[src/rtl/core/pdd_pkg.sv]
package pdd_pkg;

    // Field and datapath widths.
    localparam int POS_W     = 24;
    localparam int ERR_W     = POS_W + 1;
    localparam int DIFF_W    = ERR_W + 1;
    localparam int INT_W     = 40;
    localparam int GAIN_W    = 16;
    localparam int GAIN_FRAC = 8;
    localparam int PID_W     = 16;
    localparam int TOL_W     = 16;
    localparam int DUTY_W    = 8;
    localparam int SPD_W     = 32;

    // The multiplier operand is as wide as the integral, which is the widest operand.
    localparam int OPD_W  = INT_W;
    // Three products summed: two guard bits above the widest product.
    localparam int SUM_W  = OPD_W + GAIN_W + 2;
    // The speed dividend is a position change times 20, which needs five more bits.
    localparam int DIV_W  = ERR_W + 5;
    localparam int DVS_W  = DUTY_W;
    localparam int MCNT_W = $clog2(GAIN_W);
    localparam int DCNT_W = $clog2(DIV_W);

    localparam logic [DVS_W-1:0] DUTY_FULL = DVS_W'(255);
    localparam logic [DVS_W-1:0] SPEED_DIV = DVS_W'(9);

    localparam logic [INT_W-1:0] INT_MAX = {1'b0, {(INT_W-1){1'b1}}};
    localparam logic [INT_W-1:0] INT_MIN = {1'b1, {(INT_W-1){1'b0}}};

    localparam logic [SUM_W-1:0] SUM_FRAC_MASK = SUM_W'((1 << GAIN_FRAC) - 1);
    localparam logic signed [SUM_W-1:0] SUM_PID_MAX = SUM_W'((1 << (PID_W - 1)) - 1);
    localparam logic signed [SUM_W-1:0] SUM_PID_MIN = -SUM_PID_MAX - SUM_W'(1);

    // Register defaults.
    localparam logic [TOL_W-1:0]  TOL_RST  = TOL_W'(25);
    localparam logic [DUTY_W-1:0] OFFD_RST = DUTY_W'(107);
    localparam logic [DUTY_W-1:0] OFFU_RST = DUTY_W'(120);

    // Configuration port.
    localparam int CFG_ADDR_W = 5;
    localparam int CFG_DATA_W = 32;
    localparam int REG_IDX_W  = CFG_ADDR_W - 2;

    localparam logic [REG_IDX_W-1:0] REG_GAIN_P   = REG_IDX_W'(0);
    localparam logic [REG_IDX_W-1:0] REG_GAIN_I   = REG_IDX_W'(1);
    localparam logic [REG_IDX_W-1:0] REG_GAIN_D   = REG_IDX_W'(2);
    localparam logic [REG_IDX_W-1:0] REG_TOL      = REG_IDX_W'(3);
    localparam logic [REG_IDX_W-1:0] REG_OFF_DOWN = REG_IDX_W'(4);
    localparam logic [REG_IDX_W-1:0] REG_OFF_UP   = REG_IDX_W'(5);

    typedef struct packed {
        logic start;
        logic keep;
    } pdd_mac_cmd_t;

    typedef struct packed {
        logic             start;
        logic [DIV_W-1:0] dividend;
        logic [DVS_W-1:0] divisor;
    } pdd_div_cmd_t;

    typedef struct packed {
        logic busy;
        logic done;
    } pdd_unit_stat_t;

endpackage

[src/rtl/core/pdd_tick_if.sv]
interface pdd_tick_if import pdd_pkg::*; ();

    logic                    valid;
    logic                    ready;
    logic                    start_req;
    logic signed [POS_W-1:0] target_position;
    logic signed [POS_W-1:0] measured_position;

    modport source (
        output valid,
        output start_req,
        output target_position,
        output measured_position,
        input  ready
    );

    modport sink (
        input  valid,
        input  start_req,
        input  target_position,
        input  measured_position,
        output ready
    );

endinterface

[src/rtl/core/pdd_result_if.sv]
interface pdd_result_if import pdd_pkg::*; ();

    logic                    valid;
    logic                    ready;
    logic                    direction;
    logic [DUTY_W-1:0]       duty;
    logic signed [PID_W-1:0] pid_value;
    logic signed [SPD_W-1:0] speed_rpm;
    logic                    done_res;

    modport source (
        output valid,
        output direction,
        output duty,
        output pid_value,
        output speed_rpm,
        output done_res,
        input  ready
    );

    modport sink (
        input  valid,
        input  direction,
        input  duty,
        input  pid_value,
        input  speed_rpm,
        input  done_res,
        output ready
    );

endinterface

[src/rtl/core/position_pid_deadband_drive_top.sv]
// Channel   Direction  Handshake              Carries
// tick      in         valid/ready            start_req, target_position, measured_position
// result    out        valid/ready            direction, duty, pid_value, speed_rpm, done_res
// apb       in         psel/penable, pready=1 gains, tolerance, deadband offsets
//
// One request is worked on at a time. A tick inside the tolerance band finishes sooner
// than any other, as it skips the deadband scaling and the duty division. The serial
// multiplier runs 16 steps for each of the three PID terms and again for the deadband
// scaling; the serial divider takes 30 steps for the speed estimate, again for the duty.
// Reset is asynchronous and active low; it clears the controller state and loads the
// register defaults. A result that is not taken holds the next request in its last step,
// and a new request is taken only once the previous one has left the datapath.
module position_pid_deadband_drive_top import pdd_pkg::*; (
    input  logic                  clk,
    input  logic                  rst_n,
    input  logic                  psel,
    input  logic                  penable,
    input  logic                  pwrite,
    input  logic [CFG_ADDR_W-1:0] paddr,
    input  logic [CFG_DATA_W-1:0] pwdata,
    output logic [CFG_DATA_W-1:0] prdata,
    output logic                  pready,
    pdd_tick_if.sink              tick,
    pdd_result_if.source          result
);

    typedef enum logic [3:0] {
        S_IDLE,
        S_PREP,
        S_INTEG,
        S_LOAD,
        S_MAC,
        S_SCALE,
        S_DLOAD,
        S_DMAC,
        S_DSTART,
        S_DDIV,
        S_FINISH
    } state_t;

    typedef enum logic {
        OWN_SPEED,
        OWN_DUTY
    } owner_t;

    // The three PID terms are accumulated in this order.
    localparam logic [1:0] PASS_P = 2'd0;
    localparam logic [1:0] PASS_I = 2'd1;
    localparam logic [1:0] PASS_D = 2'd2;

    // Configuration registers.
    logic [GAIN_W-1:0] gain_p_reg;
    logic [GAIN_W-1:0] gain_i_reg;
    logic [GAIN_W-1:0] gain_d_reg;
    logic [TOL_W-1:0]  tol_reg;
    logic [DUTY_W-1:0] offd_reg;
    logic [DUTY_W-1:0] offu_reg;
    logic              cfg_wr;

    // Controller state and working registers.
    state_t            state_reg, state_next;
    owner_t            owner_reg, owner_next;
    logic [POS_W-1:0]  tgt_reg, tgt_next;
    logic [POS_W-1:0]  meas_reg, meas_next;
    logic [ERR_W-1:0]  err_reg, err_next;
    logic [ERR_W-1:0]  delta_reg, delta_next;
    logic [DIFF_W-1:0] diff_reg, diff_next;
    logic [INT_W-1:0]  integ_reg, integ_next;
    logic [ERR_W-1:0]  prev_err_reg, prev_err_next;
    logic [POS_W-1:0]  prev_pos_reg, prev_pos_next;
    logic              band_reg, band_next;
    logic [1:0]        pass_reg, pass_next;
    logic [PID_W-1:0]  pid_reg, pid_next;
    logic              dir_reg, dir_next;
    logic [DUTY_W-1:0] off_reg, off_next;
    logic [DUTY_W-1:0] duty_reg, duty_next;
    logic [SPD_W-1:0]  speed_reg, speed_next;
    logic              spd_neg_reg, spd_neg_next;

    // Output register, which parts the datapath from the result channel.
    logic              res_valid_reg, res_valid_next;
    logic              res_dir_reg, res_dir_next;
    logic [DUTY_W-1:0] res_duty_reg, res_duty_next;
    logic [PID_W-1:0]  res_pid_reg, res_pid_next;
    logic [SPD_W-1:0]  res_speed_reg, res_speed_next;
    logic              res_done_reg, res_done_next;

    // Shared arithmetic units.
    pdd_mac_cmd_t            mac_cmd;
    pdd_unit_stat_t          mac_stat;
    logic signed [OPD_W-1:0] mac_operand;
    logic signed [GAIN_W-1:0] mac_gain;
    logic signed [SUM_W-1:0] mac_acc;
    pdd_div_cmd_t            div_cmd;
    pdd_unit_stat_t          div_stat;
    logic [DIV_W-1:0]        div_quotient;

    // Combinational helpers.
    logic [INT_W:0]          integ_sum;
    logic [INT_W-1:0]        integ_sat;
    logic [ERR_W-1:0]        err_mag;
    logic [ERR_W-1:0]        delta_mag;
    logic [DIV_W-1:0]        delta_ext;
    logic [DIV_W-1:0]        spd_dividend;
    logic [SUM_W-1:0]        sc_round;
    logic signed [SUM_W-1:0] sc_adj;
    logic signed [SUM_W-1:0] sc_q;
    logic signed [SUM_W-1:0] sc_clip;
    logic [PID_W:0]          pid_ext;
    logic [PID_W:0]          pid_mag;
    logic [DUTY_W-1:0]       off_sel;
    logic [DIV_W:0]          duty_sum;
    logic [DIV_W:0]          duty_full_ext;
    logic [DUTY_W-1:0]       duty_clamp;
    logic [SPD_W-1:0]        spd_mag;
    logic                    res_free;

    // ------------------------------------------------------------------
    // Configuration port. The register index is taken from the word address.
    // ------------------------------------------------------------------
    assign pready = 1'b1;
    assign cfg_wr = psel && penable && pwrite;

    always_ff @(posedge clk or negedge rst_n)
    begin
        if (!rst_n)
        begin
            gain_p_reg <= '0;
            gain_i_reg <= '0;
            gain_d_reg <= '0;
            tol_reg    <= TOL_RST;
            offd_reg   <= OFFD_RST;
            offu_reg   <= OFFU_RST;
        end
        else if (cfg_wr)
        begin
            case (paddr[CFG_ADDR_W-1:2])
                REG_GAIN_P:   gain_p_reg <= pwdata[GAIN_W-1:0];
                REG_GAIN_I:   gain_i_reg <= pwdata[GAIN_W-1:0];
                REG_GAIN_D:   gain_d_reg <= pwdata[GAIN_W-1:0];
                REG_TOL:      tol_reg    <= pwdata[TOL_W-1:0];
                REG_OFF_DOWN: offd_reg   <= pwdata[DUTY_W-1:0];
                REG_OFF_UP:   offu_reg   <= pwdata[DUTY_W-1:0];
                default:      ;
            endcase
        end
    end

    always_comb
    begin
        case (paddr[CFG_ADDR_W-1:2])
            REG_GAIN_P:   prdata = {{(CFG_DATA_W-GAIN_W){1'b0}}, gain_p_reg};
            REG_GAIN_I:   prdata = {{(CFG_DATA_W-GAIN_W){1'b0}}, gain_i_reg};
            REG_GAIN_D:   prdata = {{(CFG_DATA_W-GAIN_W){1'b0}}, gain_d_reg};
            REG_TOL:      prdata = {{(CFG_DATA_W-TOL_W){1'b0}}, tol_reg};
            REG_OFF_DOWN: prdata = {{(CFG_DATA_W-DUTY_W){1'b0}}, offd_reg};
            REG_OFF_UP:   prdata = {{(CFG_DATA_W-DUTY_W){1'b0}}, offu_reg};
            default:      prdata = '0;
        endcase
    end

    // ------------------------------------------------------------------
    // Arithmetic units. The multiplier forms the three PID products into
    // one accumulator and later scales the PID magnitude by the deadband
    // span; the divider serves the speed estimate and the duty.
    // ------------------------------------------------------------------
    pdd_smac u_mac (
        .clk     (clk),
        .rst_n   (rst_n),
        .cmd     (mac_cmd),
        .operand (mac_operand),
        .gain    (mac_gain),
        .stat    (mac_stat),
        .acc     (mac_acc)
    );

    pdd_sdiv u_div (
        .clk      (clk),
        .rst_n    (rst_n),
        .cmd      (div_cmd),
        .stat     (div_stat),
        .quotient (div_quotient)
    );

    // ------------------------------------------------------------------
    // Datapath helpers.
    // ------------------------------------------------------------------

    // The integral saturates when the carry into the sign bit disagrees with the carry out.
    assign integ_sum = {integ_reg[INT_W-1], integ_reg}
                     + {{(INT_W+1-ERR_W){err_reg[ERR_W-1]}}, err_reg};
    assign integ_sat = (integ_sum[INT_W] != integ_sum[INT_W-1])
                     ? (integ_sum[INT_W] ? INT_MIN : INT_MAX)
                     : integ_sum[INT_W-1:0];

    assign err_mag   = err_reg[ERR_W-1] ? (~err_reg + 1'b1) : err_reg;
    assign delta_mag = delta_reg[ERR_W-1] ? (~delta_reg + 1'b1) : delta_reg;
    assign delta_ext = {{(DIV_W-ERR_W){1'b0}}, delta_mag};
    // Times 20 as a sum of two shifts; the sign is put back after the division.
    assign spd_dividend = (delta_ext << 4) + (delta_ext << 2);

    // Division by the Q8.8 scale, truncated towards zero, then the 16-bit clamp.
    assign sc_round = mac_acc[SUM_W-1] ? SUM_FRAC_MASK : '0;
    assign sc_adj   = mac_acc + $signed(sc_round);
    assign sc_q     = sc_adj >>> GAIN_FRAC;
    assign sc_clip  = (sc_q > SUM_PID_MAX) ? SUM_PID_MAX
                    : ((sc_q < SUM_PID_MIN) ? SUM_PID_MIN : sc_q);

    assign pid_ext = {pid_reg[PID_W-1], pid_reg};
    assign pid_mag = pid_reg[PID_W-1] ? (~pid_ext + 1'b1) : pid_ext;
    assign off_sel = pid_reg[PID_W-1] ? offd_reg : offu_reg;

    assign duty_full_ext = {{(DIV_W+1-DUTY_W){1'b0}}, DUTY_FULL};
    assign duty_sum      = {{(DIV_W+1-DUTY_W){1'b0}}, off_reg} + {1'b0, div_quotient};
    assign duty_clamp    = (duty_sum > duty_full_ext) ? DUTY_FULL : duty_sum[DUTY_W-1:0];

    assign spd_mag  = {{(SPD_W-DIV_W){1'b0}}, div_quotient};
    assign res_free = !res_valid_reg || result.ready;

    // ------------------------------------------------------------------
    // Sequencer.
    // ------------------------------------------------------------------
    always_comb
    begin
        state_next     = state_reg;
        owner_next     = owner_reg;
        tgt_next       = tgt_reg;
        meas_next      = meas_reg;
        err_next       = err_reg;
        delta_next     = delta_reg;
        diff_next      = diff_reg;
        integ_next     = integ_reg;
        prev_err_next  = prev_err_reg;
        prev_pos_next  = prev_pos_reg;
        band_next      = band_reg;
        pass_next      = pass_reg;
        pid_next       = pid_reg;
        dir_next       = dir_reg;
        off_next       = off_reg;
        duty_next      = duty_reg;
        speed_next     = speed_reg;
        spd_neg_next   = spd_neg_reg;
        res_valid_next = res_valid_reg;
        res_dir_next   = res_dir_reg;
        res_duty_next  = res_duty_reg;
        res_pid_next   = res_pid_reg;
        res_speed_next = res_speed_reg;
        res_done_next  = res_done_reg;
        mac_cmd        = '0;
        mac_operand    = '0;
        mac_gain       = '0;
        div_cmd        = '0;

        if (res_valid_reg && result.ready)
        begin
            res_valid_next = 1'b0;
        end

        case (state_reg)
            S_IDLE:
            begin
                if (tick.valid)
                begin
                    tgt_next  = tick.target_position;
                    meas_next = tick.measured_position;
                    // A new move forgets everything the previous one left behind.
                    if (tick.start_req)
                    begin
                        integ_next    = '0;
                        prev_err_next = '0;
                        prev_pos_next = '0;
                    end
                    state_next = S_PREP;
                end
            end

            S_PREP:
            begin
                err_next   = {tgt_reg[POS_W-1], tgt_reg} - {meas_reg[POS_W-1], meas_reg};
                delta_next = {meas_reg[POS_W-1], meas_reg}
                           - {prev_pos_reg[POS_W-1], prev_pos_reg};
                state_next = S_INTEG;
            end

            S_INTEG:
            begin
                integ_next = integ_sat;
                diff_next  = {err_reg[ERR_W-1], err_reg}
                           - {prev_err_reg[ERR_W-1], prev_err_reg};
                band_next  = (err_mag < {{(ERR_W-TOL_W){1'b0}}, tol_reg});
                // The speed division runs alongside the PID products.
                div_cmd.start    = 1'b1;
                div_cmd.dividend = spd_dividend;
                div_cmd.divisor  = SPEED_DIV;
                owner_next       = OWN_SPEED;
                spd_neg_next     = delta_reg[ERR_W-1];
                pass_next        = PASS_P;
                state_next       = S_LOAD;
            end

            S_LOAD:
            begin
                mac_cmd.start = 1'b1;
                mac_cmd.keep  = (pass_reg != PASS_P);
                case (pass_reg)
                    PASS_P:
                    begin
                        mac_operand = {{(OPD_W-ERR_W){err_reg[ERR_W-1]}}, err_reg};
                        mac_gain    = gain_p_reg;
                    end
                    PASS_I:
                    begin
                        mac_operand = integ_reg;
                        mac_gain    = gain_i_reg;
                    end
                    PASS_D:
                    begin
                        mac_operand = {{(OPD_W-DIFF_W){diff_reg[DIFF_W-1]}}, diff_reg};
                        mac_gain    = gain_d_reg;
                    end
                    default:
                    begin
                        mac_operand = '0;
                        mac_gain    = '0;
                    end
                endcase
                state_next = S_MAC;
            end

            S_MAC:
            begin
                if (mac_stat.done)
                begin
                    if (pass_reg == PASS_D)
                    begin
                        state_next = S_SCALE;
                    end
                    else
                    begin
                        pass_next  = pass_reg + 1'b1;
                        state_next = S_LOAD;
                    end
                end
            end

            S_SCALE:
            begin
                pid_next   = sc_clip[PID_W-1:0];
                dir_next   = 1'b0;
                duty_next  = '0;
                state_next = band_reg ? S_FINISH : S_DLOAD;
            end

            S_DLOAD:
            begin
                // Scale the PID magnitude by the span above the deadband offset.
                dir_next      = pid_reg[PID_W-1];
                off_next      = off_sel;
                mac_cmd.start = 1'b1;
                mac_cmd.keep  = 1'b0;
                mac_operand   = {{(OPD_W-PID_W-1){1'b0}}, pid_mag};
                mac_gain      = {{(GAIN_W-DUTY_W){1'b0}}, DUTY_FULL - off_sel};
                state_next    = S_DMAC;
            end

            S_DMAC:
            begin
                if (mac_stat.done)
                begin
                    state_next = S_DSTART;
                end
            end

            S_DSTART:
            begin
                if (!div_stat.busy && !div_stat.done)
                begin
                    div_cmd.start    = 1'b1;
                    div_cmd.dividend = mac_acc[DIV_W-1:0];
                    div_cmd.divisor  = DUTY_FULL;
                    owner_next       = OWN_DUTY;
                    state_next       = S_DDIV;
                end
            end

            S_DDIV:
            begin
                if (div_stat.done)
                begin
                    state_next = S_FINISH;
                end
            end

            S_FINISH:
            begin
                if (!div_stat.busy && !div_stat.done && res_free)
                begin
                    res_valid_next = 1'b1;
                    res_dir_next   = dir_reg;
                    res_duty_next  = duty_reg;
                    res_pid_next   = pid_reg;
                    res_speed_next = speed_reg;
                    res_done_next  = band_reg;
                    // Inside the band the last error and position are kept.
                    if (!band_reg)
                    begin
                        prev_err_next = err_reg;
                        prev_pos_next = meas_reg;
                    end
                    state_next = S_IDLE;
                end
            end

            default:
            begin
                state_next = S_IDLE;
            end
        endcase

        // The divider's result goes to whichever quantity started it.
        if (div_stat.done)
        begin
            if (owner_reg == OWN_DUTY)
            begin
                duty_next = duty_clamp;
            end
            else
            begin
                speed_next = spd_neg_reg ? (~spd_mag + 1'b1) : spd_mag;
            end
        end
    end

    always_ff @(posedge clk or negedge rst_n)
    begin
        if (!rst_n)
        begin
            state_reg     <= S_IDLE;
            owner_reg     <= OWN_SPEED;
            tgt_reg       <= '0;
            meas_reg      <= '0;
            err_reg       <= '0;
            delta_reg     <= '0;
            diff_reg      <= '0;
            integ_reg     <= '0;
            prev_err_reg  <= '0;
            prev_pos_reg  <= '0;
            band_reg      <= 1'b0;
            pass_reg      <= PASS_P;
            pid_reg       <= '0;
            dir_reg       <= 1'b0;
            off_reg       <= '0;
            duty_reg      <= '0;
            speed_reg     <= '0;
            spd_neg_reg   <= 1'b0;
            res_valid_reg <= 1'b0;
            res_dir_reg   <= 1'b0;
            res_duty_reg  <= '0;
            res_pid_reg   <= '0;
            res_speed_reg <= '0;
            res_done_reg  <= 1'b0;
        end
        else
        begin
            state_reg     <= state_next;
            owner_reg     <= owner_next;
            tgt_reg       <= tgt_next;
            meas_reg      <= meas_next;
            err_reg       <= err_next;
            delta_reg     <= delta_next;
            diff_reg      <= diff_next;
            integ_reg     <= integ_next;
            prev_err_reg  <= prev_err_next;
            prev_pos_reg  <= prev_pos_next;
            band_reg      <= band_next;
            pass_reg      <= pass_next;
            pid_reg       <= pid_next;
            dir_reg       <= dir_next;
            off_reg       <= off_next;
            duty_reg      <= duty_next;
            speed_reg     <= speed_next;
            spd_neg_reg   <= spd_neg_next;
            res_valid_reg <= res_valid_next;
            res_dir_reg   <= res_dir_next;
            res_duty_reg  <= res_duty_next;
            res_pid_reg   <= res_pid_next;
            res_speed_reg <= res_speed_next;
            res_done_reg  <= res_done_next;
        end
    end

    assign tick.ready       = (state_reg == S_IDLE);
    assign result.valid     = res_valid_reg;
    assign result.direction = res_dir_reg;
    assign result.duty      = res_duty_reg;
    assign result.pid_value = res_pid_reg;
    assign result.speed_rpm = res_speed_reg;
    assign result.done_res  = res_done_reg;

`ifndef SYNTHESIS
    // A result inside the band never drives the motor.
    a_band_no_drive: assert property (@(posedge clk) disable iff (!rst_n)
        (result.valid && result.done_res) |-> (result.duty == '0 && !result.direction))
        else $error("in-band result carries a drive value");

    // The multiplier is only restarted once it has finished.
    a_mac_idle_start: assert property (@(posedge clk) disable iff (!rst_n)
        mac_cmd.start |-> !mac_stat.busy)
        else $error("multiplier restarted while busy");

    // The divider is only restarted once it has finished.
    a_div_idle_start: assert property (@(posedge clk) disable iff (!rst_n)
        div_cmd.start |-> !div_stat.busy)
        else $error("divider restarted while busy");

    // An accepted request occupies the datapath for at least the following cycle.
    a_one_in_flight: assert property (@(posedge clk) disable iff (!rst_n)
        (tick.valid && tick.ready) |=> !tick.ready)
        else $error("second request taken while one is in flight");
`endif

endmodule

[src/rtl/core/pdd_smac.sv]
// Serial signed multiply-accumulate: one bit of the gain per cycle. The top bit
// of the gain carries negative weight, so the last step subtracts.
module pdd_smac import pdd_pkg::*; (
    input  logic                    clk,
    input  logic                    rst_n,
    input  pdd_mac_cmd_t            cmd,
    input  logic signed [OPD_W-1:0] operand,
    input  logic signed [GAIN_W-1:0] gain,
    output pdd_unit_stat_t          stat,
    output logic signed [SUM_W-1:0] acc
);

    logic signed [SUM_W-1:0] acc_reg, acc_next;
    logic [SUM_W-1:0]        mcand_reg, mcand_next;
    logic [GAIN_W-1:0]       mplier_reg, mplier_next;
    logic [MCNT_W-1:0]       cnt_reg, cnt_next;
    logic                    busy_reg, busy_next;
    logic                    done_reg, done_next;
    logic signed [SUM_W-1:0] addend;

    always_comb
    begin
        acc_next    = acc_reg;
        mcand_next  = mcand_reg;
        mplier_next = mplier_reg;
        cnt_next    = cnt_reg;
        busy_next   = busy_reg;
        done_next   = 1'b0;
        addend      = mplier_reg[0] ? $signed(mcand_reg) : '0;

        if (cmd.start)
        begin
            mcand_next  = {{(SUM_W-OPD_W){operand[OPD_W-1]}}, operand};
            mplier_next = gain;
            cnt_next    = '0;
            busy_next   = 1'b1;
            if (!cmd.keep)
            begin
                acc_next = '0;
            end
        end
        else if (busy_reg)
        begin
            if (cnt_reg == MCNT_W'(GAIN_W - 1))
            begin
                acc_next  = acc_reg - addend;
                busy_next = 1'b0;
                done_next = 1'b1;
            end
            else
            begin
                acc_next = acc_reg + addend;
            end
            mcand_next  = mcand_reg << 1;
            mplier_next = mplier_reg >> 1;
            cnt_next    = cnt_reg + 1'b1;
        end
    end

    always_ff @(posedge clk or negedge rst_n)
    begin
        if (!rst_n)
        begin
            acc_reg    <= '0;
            mcand_reg  <= '0;
            mplier_reg <= '0;
            cnt_reg    <= '0;
            busy_reg   <= 1'b0;
            done_reg   <= 1'b0;
        end
        else
        begin
            acc_reg    <= acc_next;
            mcand_reg  <= mcand_next;
            mplier_reg <= mplier_next;
            cnt_reg    <= cnt_next;
            busy_reg   <= busy_next;
            done_reg   <= done_next;
        end
    end

    assign acc       = acc_reg;
    assign stat.busy = busy_reg;
    assign stat.done = done_reg;

endmodule

[src/rtl/core/pdd_sdiv.sv]
// Restoring division of an unsigned dividend by a narrow divisor, one quotient
// bit per cycle. The quotient shifts in where the dividend shifts out.
module pdd_sdiv import pdd_pkg::*; (
    input  logic             clk,
    input  logic             rst_n,
    input  pdd_div_cmd_t     cmd,
    output pdd_unit_stat_t   stat,
    output logic [DIV_W-1:0] quotient
);

    logic [DIV_W-1:0]  quo_reg, quo_next;
    logic [DVS_W-1:0]  rem_reg, rem_next;
    logic [DVS_W-1:0]  dvs_reg, dvs_next;
    logic [DCNT_W-1:0] cnt_reg, cnt_next;
    logic              busy_reg, busy_next;
    logic              done_reg, done_next;
    logic [DVS_W:0]    trial;
    logic [DVS_W:0]    trial_sub;
    logic              fits;

    always_comb
    begin
        quo_next  = quo_reg;
        rem_next  = rem_reg;
        dvs_next  = dvs_reg;
        cnt_next  = cnt_reg;
        busy_next = busy_reg;
        done_next = 1'b0;
        trial     = {rem_reg, quo_reg[DIV_W-1]};
        trial_sub = trial - {1'b0, dvs_reg};
        fits      = (trial >= {1'b0, dvs_reg});

        if (cmd.start)
        begin
            quo_next  = cmd.dividend;
            rem_next  = '0;
            dvs_next  = cmd.divisor;
            cnt_next  = '0;
            busy_next = 1'b1;
        end
        else if (busy_reg)
        begin
            rem_next = fits ? trial_sub[DVS_W-1:0] : trial[DVS_W-1:0];
            quo_next = {quo_reg[DIV_W-2:0], fits};
            cnt_next = cnt_reg + 1'b1;
            if (cnt_reg == DCNT_W'(DIV_W - 1))
            begin
                busy_next = 1'b0;
                done_next = 1'b1;
            end
        end
    end

    always_ff @(posedge clk or negedge rst_n)
    begin
        if (!rst_n)
        begin
            quo_reg  <= '0;
            rem_reg  <= '0;
            dvs_reg  <= '0;
            cnt_reg  <= '0;
            busy_reg <= 1'b0;
            done_reg <= 1'b0;
        end
        else
        begin
            quo_reg  <= quo_next;
            rem_reg  <= rem_next;
            dvs_reg  <= dvs_next;
            cnt_reg  <= cnt_next;
            busy_reg <= busy_next;
            done_reg <= done_next;
        end
    end

    assign quotient  = quo_reg;
    assign stat.busy = busy_reg;
    assign stat.done = done_reg;

endmodule

[src/flat_wrapper.sv]
// flat-port wrapper written by rule: the top's interface ports become plain ports
module position_pid_deadband_drive_top_flat import pdd_pkg::*;
  (clk, rst_n, psel, penable, pwrite, paddr, pwdata, prdata, pready, tick_valid, tick_start_req, tick_target_position, tick_measured_position, tick_ready, result_valid, result_direction, result_duty, result_pid_value, result_speed_rpm, result_done_res, result_ready);
  pdd_tick_if tick_i ();
  pdd_result_if result_i ();
  input  logic clk;
  input  logic rst_n;
  input  logic psel;
  input  logic penable;
  input  logic pwrite;
  input  logic [CFG_ADDR_W-1:0] paddr;
  input  logic [CFG_DATA_W-1:0] pwdata;
  output logic [CFG_DATA_W-1:0] prdata;
  output logic pready;
  input wire logic [$bits(tick_i.valid)-1:0] tick_valid;
  input wire logic [$bits(tick_i.start_req)-1:0] tick_start_req;
  input wire logic [$bits(tick_i.target_position)-1:0] tick_target_position;
  input wire logic [$bits(tick_i.measured_position)-1:0] tick_measured_position;
  output wire logic [$bits(tick_i.ready)-1:0] tick_ready;
  output wire logic [$bits(result_i.valid)-1:0] result_valid;
  output wire logic [$bits(result_i.direction)-1:0] result_direction;
  output wire logic [$bits(result_i.duty)-1:0] result_duty;
  output wire logic [$bits(result_i.pid_value)-1:0] result_pid_value;
  output wire logic [$bits(result_i.speed_rpm)-1:0] result_speed_rpm;
  output wire logic [$bits(result_i.done_res)-1:0] result_done_res;
  input wire logic [$bits(result_i.ready)-1:0] result_ready;
  assign tick_i.valid = tick_valid;
  assign tick_i.start_req = tick_start_req;
  assign tick_i.target_position = tick_target_position;
  assign tick_i.measured_position = tick_measured_position;
  assign tick_ready = tick_i.ready;
  assign result_valid = result_i.valid;
  assign result_direction = result_i.direction;
  assign result_duty = result_i.duty;
  assign result_pid_value = result_i.pid_value;
  assign result_speed_rpm = result_i.speed_rpm;
  assign result_done_res = result_i.done_res;
  assign result_i.ready = result_ready;
  position_pid_deadband_drive_top u_core (.clk(clk), .rst_n(rst_n), .psel(psel), .penable(penable), .pwrite(pwrite), .paddr(paddr), .pwdata(pwdata), .prdata(prdata), .pready(pready), .tick(tick_i), .result(result_i));
endmodule
[config.mk]
export PLATFORM = sky130hd
export DESIGN_NAME = position_pid_deadband_drive_top_flat
export DESIGN_NICKNAME = d
export VERILOG_FILES = /design/src/rtl/core/pdd_pkg.sv /design/src/rtl/core/pdd_tick_if.sv /design/src/rtl/core/pdd_result_if.sv /design/src/rtl/core/position_pid_deadband_drive_top.sv /design/src/rtl/core/pdd_smac.sv /design/src/rtl/core/pdd_sdiv.sv /design/src/flat_wrapper.sv
export SDC_FILE = /design/constraint.sdc
export NUM_CORES = 2
export LEC_CHECK = 0
export BUFFER_PORTS_ARGS = -buffer_cell sky130_fd_sc_hd__buf_2
export CAP_MARGIN = 10
export CORE_ASPECT_RATIO = 0.5
export CORE_UTILIZATION = 60
export CTS_CLUSTER_SIZE = 40
export DETAILED_ROUTE_END_ITERATION = 10
export PLACE_DENSITY = 0.78
export SETUP_SLACK_MARGIN = 0.4
export SLEW_MARGIN = 20
export SYNTH_ARGS = -nofsm -noshare
export SYNTH_HDL_FRONTEND = slang
export SYNTH_SLANG_ARGS = --single-unit
[constraint.sdc]
create_clock -name clk -period 15.75 [get_ports clk]
set_clock_uncertainty 0.1 [all_clocks]
set_input_delay 2.3625 -clock clk [delete_from_list [all_inputs] [get_ports clk]]
set_output_delay 2.3625 -clock clk [all_outputs]
set_load 0.02 [all_outputs]
==> reports/summary.txt <==
=========================================================================================
Number of buffers inserted by port buffering                                          150
Cts repair resizes                                                                      0
Last weighted congestion value of the routability-driven placer                     0.982
Ratio of total power to cell area                                              113 mW/mm²
Number of filler instances in the final layout                                       5439
Depth of the worst register-to-register path                                           21
Crit Reg-Reg Startpoint                                                      u_core.u_mac.mcand_reg[4]$_DFFE_PN0P_
Clock sink total                                                                      611
R2r endpoint                                                                 u_core.u_mac.acc[51]$_DFFE_PN0P_
Synth top area cells                                                         sky130_fd_sc_hd__dfrtp_1 37%, sky130_fd_sc_hd__ha_1 7.4%, sky130_fd_sc_hd__o21ai_0 4.9%
Clock buffer depth                                                                      3
Relative slew slack                                                                 19.6%
Initial antenna violation count                                                         3
Width of the die                                                                   372 µm
Synthesized area                                                               0.0410 mm²
Largest net degree at the start of global routing                                     162
Critical Setup Path Class                                                      reg -> reg
Peak clock frequency supported by timing                                        0.144 GHz
Final Slew Violations                                                                   0
Final antenna-violating net count                                                       0
Largest voltage drop on the vdd net                                             0.0881 mV
Worst-Margin Slew                                                                 1.19 ns
Top library cells by usage in the layout, fill and taps aside                597 x sky130_fd_sc_hd__dfrtp_1, 462 x sky130_fd_sc_hd__nand2_1, 398 x sky130_fd_sc_hd__o21ai_0
Violation count after the first detailed-routing iteration                           3623
Vias after detailed routing                                                         35.0k
Area occupied by registers                                                     0.0153 mm²
Syn_area_per_cell                                                                9.14 µm²
Number of top-level design ports                                                      186
Arrival time at the worst endpoint                                                7.35 ns
Hold path startpoint                                                         u_core.prev_pos_reg[0]$_DFFE_PN0P_
Latest clock arrival within the worst-skew pair                                   0.69 ns
Outcome                                                                      finished, final reports clean
Hold Crit Depth                                                                         2
Cell repeated most along the worst path                                      sky130_fd_sc_hd__o21ai_0
Clock slew seen by the registers of the worst setup and hold paths                0.07 ns
Most common cell after layout, fill and taps aside                           sky130_fd_sc_hd__dfrtp_1
WL per Instance                                                                   21.2 µm
Class of the tightest hold or removal check                                    reg -> reg
Total overflow reported by the global router                                            0
Pre-antenna DRT Iters                                                                   9
Count of state elements after synthesis                                               611
Number of diodes                                                                        0
Number of rows created at floorplan                                                    67
Net count, final                                                                     4821
Synthesized instance count                                                           4483
Largest area contributor in the synthesized netlist                          sky130_fd_sc_hd__dfrtp_1
Total wire length after detailed routing                                        115000 µm
Overall die height                                                                 187 µm
Detailed placer's ending HPWL                                                    83200 µm
Yosys synthesis warning count                                                           0
Fraction of synthesized cell area taken by the top area cell type                   36.6%
Post-layout instance count excluding filler cells                                    5423
H-tree level count                                                                      2
Total clock buffers created by CTS                                                     57
Number of design rule violations left after detail routing                              0
Cell area after placement                                                      0.0422 mm²
Most instantiated flip-flop cell in the synthesis netlist                    sky130_fd_sc_hd__dfrtp_1
Number of synthesized flops with an enable pin                                          0
Critical path, cell by cell                                                  or3_1 -> o21ai_0 -> and2_0 -> nand2_1 -> a21oi_1 -> a21boi_0 -> nor2_1 -> or2_2 -> o211ai_1 -> ha_1 -> a2111oi_0 -> o21ai_0 -> o21a_1 -> a211o_1 -> a21oi_1 -> a2bb2oi_1 -> o211ai_1 -> a31oi_1 -> o21ai_0 -> o21ai_0 -> o21ai_0
Floorplan die area                                                             0.0694 mm²
Setup repair after global routing missed its margin                                 false
Clock root buffer                                                            sky130_fd_sc_hd__clkbuf_16
Final TNS setup                                                                      0 ns
Data required time of the critical path                                          16.14 ns
Slack of the worst reg-to-reg path                                                8.79 ns
Area of all placed cells without fillers                                       0.0443 mm²
Proportion of layout cells with a drive suffix above 1                              12.6%
Global-route usage over all layers                                                  32.9%
Vias in the first global route                                                      33.0k
Count of cell types in the netlist                                                    104
CP max-delay cell                                                            sky130_fd_sc_hd__a31oi_1
Top fanout value on the critical path                                                  12
Portion of the post-synthesis area used by sequential elements                      37.3%
Signed area change from the synthesized netlist to the final layout                 8.02%
TritonCTS clock tree                                                                 done
Worst setup path start                                                       u_core.u_mac.mcand_reg[4]$_DFFE_PN0P_
Leakage power summed over all cells                                               21.0 nW
Final critical-path share of the clock period                                       44.2%
Proportion of register bits with asynchronous set or reset after synthesis           100%
Terminating pin of the worst hold path                                       u_core.prev_pos_reg[0]$_DFFE_PN0P_
Delay contributed by the slowest stage of the critical path                       0.67 ns
Final worst hold slack                                                           0.377 ns
Element type at the critical path end                                           flip-flop
Total of hold buffers inserted after clock tree synthesis                               0
Final setup viols                                                                       0
Core Region                                                                    0.0672 mm²
Multi-input gate area                                                          0.0240 mm²
Max cap viols                                                                           0
Placed cells                                                                         5314
Tmin final                                                                        6.96 ns
Initial core utilization                                                            61.0%
First-pass GRT wire length                                                      183000 µm
Via-to-Cell Ratio                                                                    6.45
Post-CTS setup buffers                                                                  0
Startpoint type of the worst setup path                                         flip-flop
Total count of hold-check failures in the final report                                  0
=========================================================================================
==> per-stage QoR <==
| step | worst slack, ns | util (%) | total power [mW] |
|---|---|---|---|
| 4_1_cts | 8.89 | 65.8 | 4.98 |
| 6_report | 8.79 | 65.9 | 5.00 |
| 5_1_grt | 8.19 | 65.9 | 5.25 |
| 3_5_place_dp | 8.98 | 62.8 | 3.44 |
| 3_3_place_gp | 9.11 | 62.8 | 3.40 |
| 2_1_floorplan | 9.55 | - | 3.03 |
==> per-layer routing <==
metal | GRT usage (%) | routed length, µm
met1 | 49.7 | 52200
met2 | 48.1 | 49200
met3 | 6.57 | 10800
met4 | 8.54 | 2780
met5 | 0 | 0
==> cell usage after synthesis, types with 19 or more instances <==
cell type and number:
sky130_fd_sc_hd__o31ai_1 50, sky130_fd_sc_hd__dfrtp_1 599, sky130_fd_sc_hd__a21oi_1 266, sky130_fd_sc_hd__a221o_1 42, sky130_fd_sc_hd__mux2_2 166, sky130_fd_sc_hd__nand2b_1 54
sky130_fd_sc_hd__nor2_1 254, sky130_fd_sc_hd__o21bai_1 22, sky130_fd_sc_hd__inv_1 177, sky130_fd_sc_hd__nor2b_1 48, sky130_fd_sc_hd__nand4_1 56, sky130_fd_sc_hd__o22ai_1 42
sky130_fd_sc_hd__xor2_1 131, sky130_fd_sc_hd__nand3_1 125, sky130_fd_sc_hd__a211oi_1 19, sky130_fd_sc_hd__clkbuf_1 209, sky130_fd_sc_hd__a31oi_1 36, sky130_fd_sc_hd__nor3_1 61
sky130_fd_sc_hd__buf_1 29, sky130_fd_sc_hd__a222oi_1 41, sky130_fd_sc_hd__or3_1 26, sky130_fd_sc_hd__a21o_1 116, sky130_fd_sc_hd__o41ai_1 24, sky130_fd_sc_hd__and3_1 47
sky130_fd_sc_hd__o22a_1 19, sky130_fd_sc_hd__o221ai_1 24, sky130_fd_sc_hd__and2_1 21, sky130_fd_sc_hd__xnor2_1 186, sky130_fd_sc_hd__nand2_1 463, sky130_fd_sc_hd__mux2i_1 102
sky130_fd_sc_hd__ha_1 243, sky130_fd_sc_hd__o21a_1 35, sky130_fd_sc_hd__o21ai_0 399, sky130_fd_sc_hd__nor4_1 21
==> critical path: cells and delay by family, from the launching register on <==
kind	cells	cell delay, ns
AOI/OAI and AO/OA	15	4.45
adders and majority gates	1	0.35
DFF	1	0.44
and+or+nand+nor	5	1.41
==> final cells by class <==
class	instances	share of cell area [%]
Multi-Input combinational cell	3439	54.3
Inverter	178	1.51
Tap cell	897	2.53
Timing Repair Buffer	190	2.45
Clock inverter	30	0.952
Sequential cell	611	34.6
Clock buffer	78	3.72
==> where the power goes <==
group          leakage, nW  internal [mW]  switching [mW]
registers             7.78           1.71           0.226
logic                 12.2          0.654           0.870
clock network         1.00          0.869           0.671
total                 21.0           3.23            1.77
==> kinds of logic after synthesis <==
kind of cell	share of synthesized area, %
mux	7.77
compound gates	21.0
fa+ha+maj	7.81
xor+xnor	6.85
buf+inv	4.41
simple gates	14.8
flops	37.3
other cells	0.0183
==> how the worst max path moves through the flow <==
stage,end,slack [ns],cells after the start
2_1_floorplan,u_core.u_mac.acc[43]$_DFFE_PN0P_,9.55,27
3_5_place_dp,u_core.u_mac.acc[51]$_DFFE_PN0P_,8.98,21
6_report,u_core.u_mac.acc[51]$_DFFE_PN0P_,8.79,21
3_3_place_gp,u_core.u_mac.acc[57]$_DFFE_PN0P_,9.11,21
5_1_grt,u_core.u_mac.acc[51]$_DFFE_PN0P_,8.19,21
4_1_cts,u_core.u_mac.acc[51]$_DFFE_PN0P_,8.89,21
No activity file was read; power rests on OpenSTA's default activity.
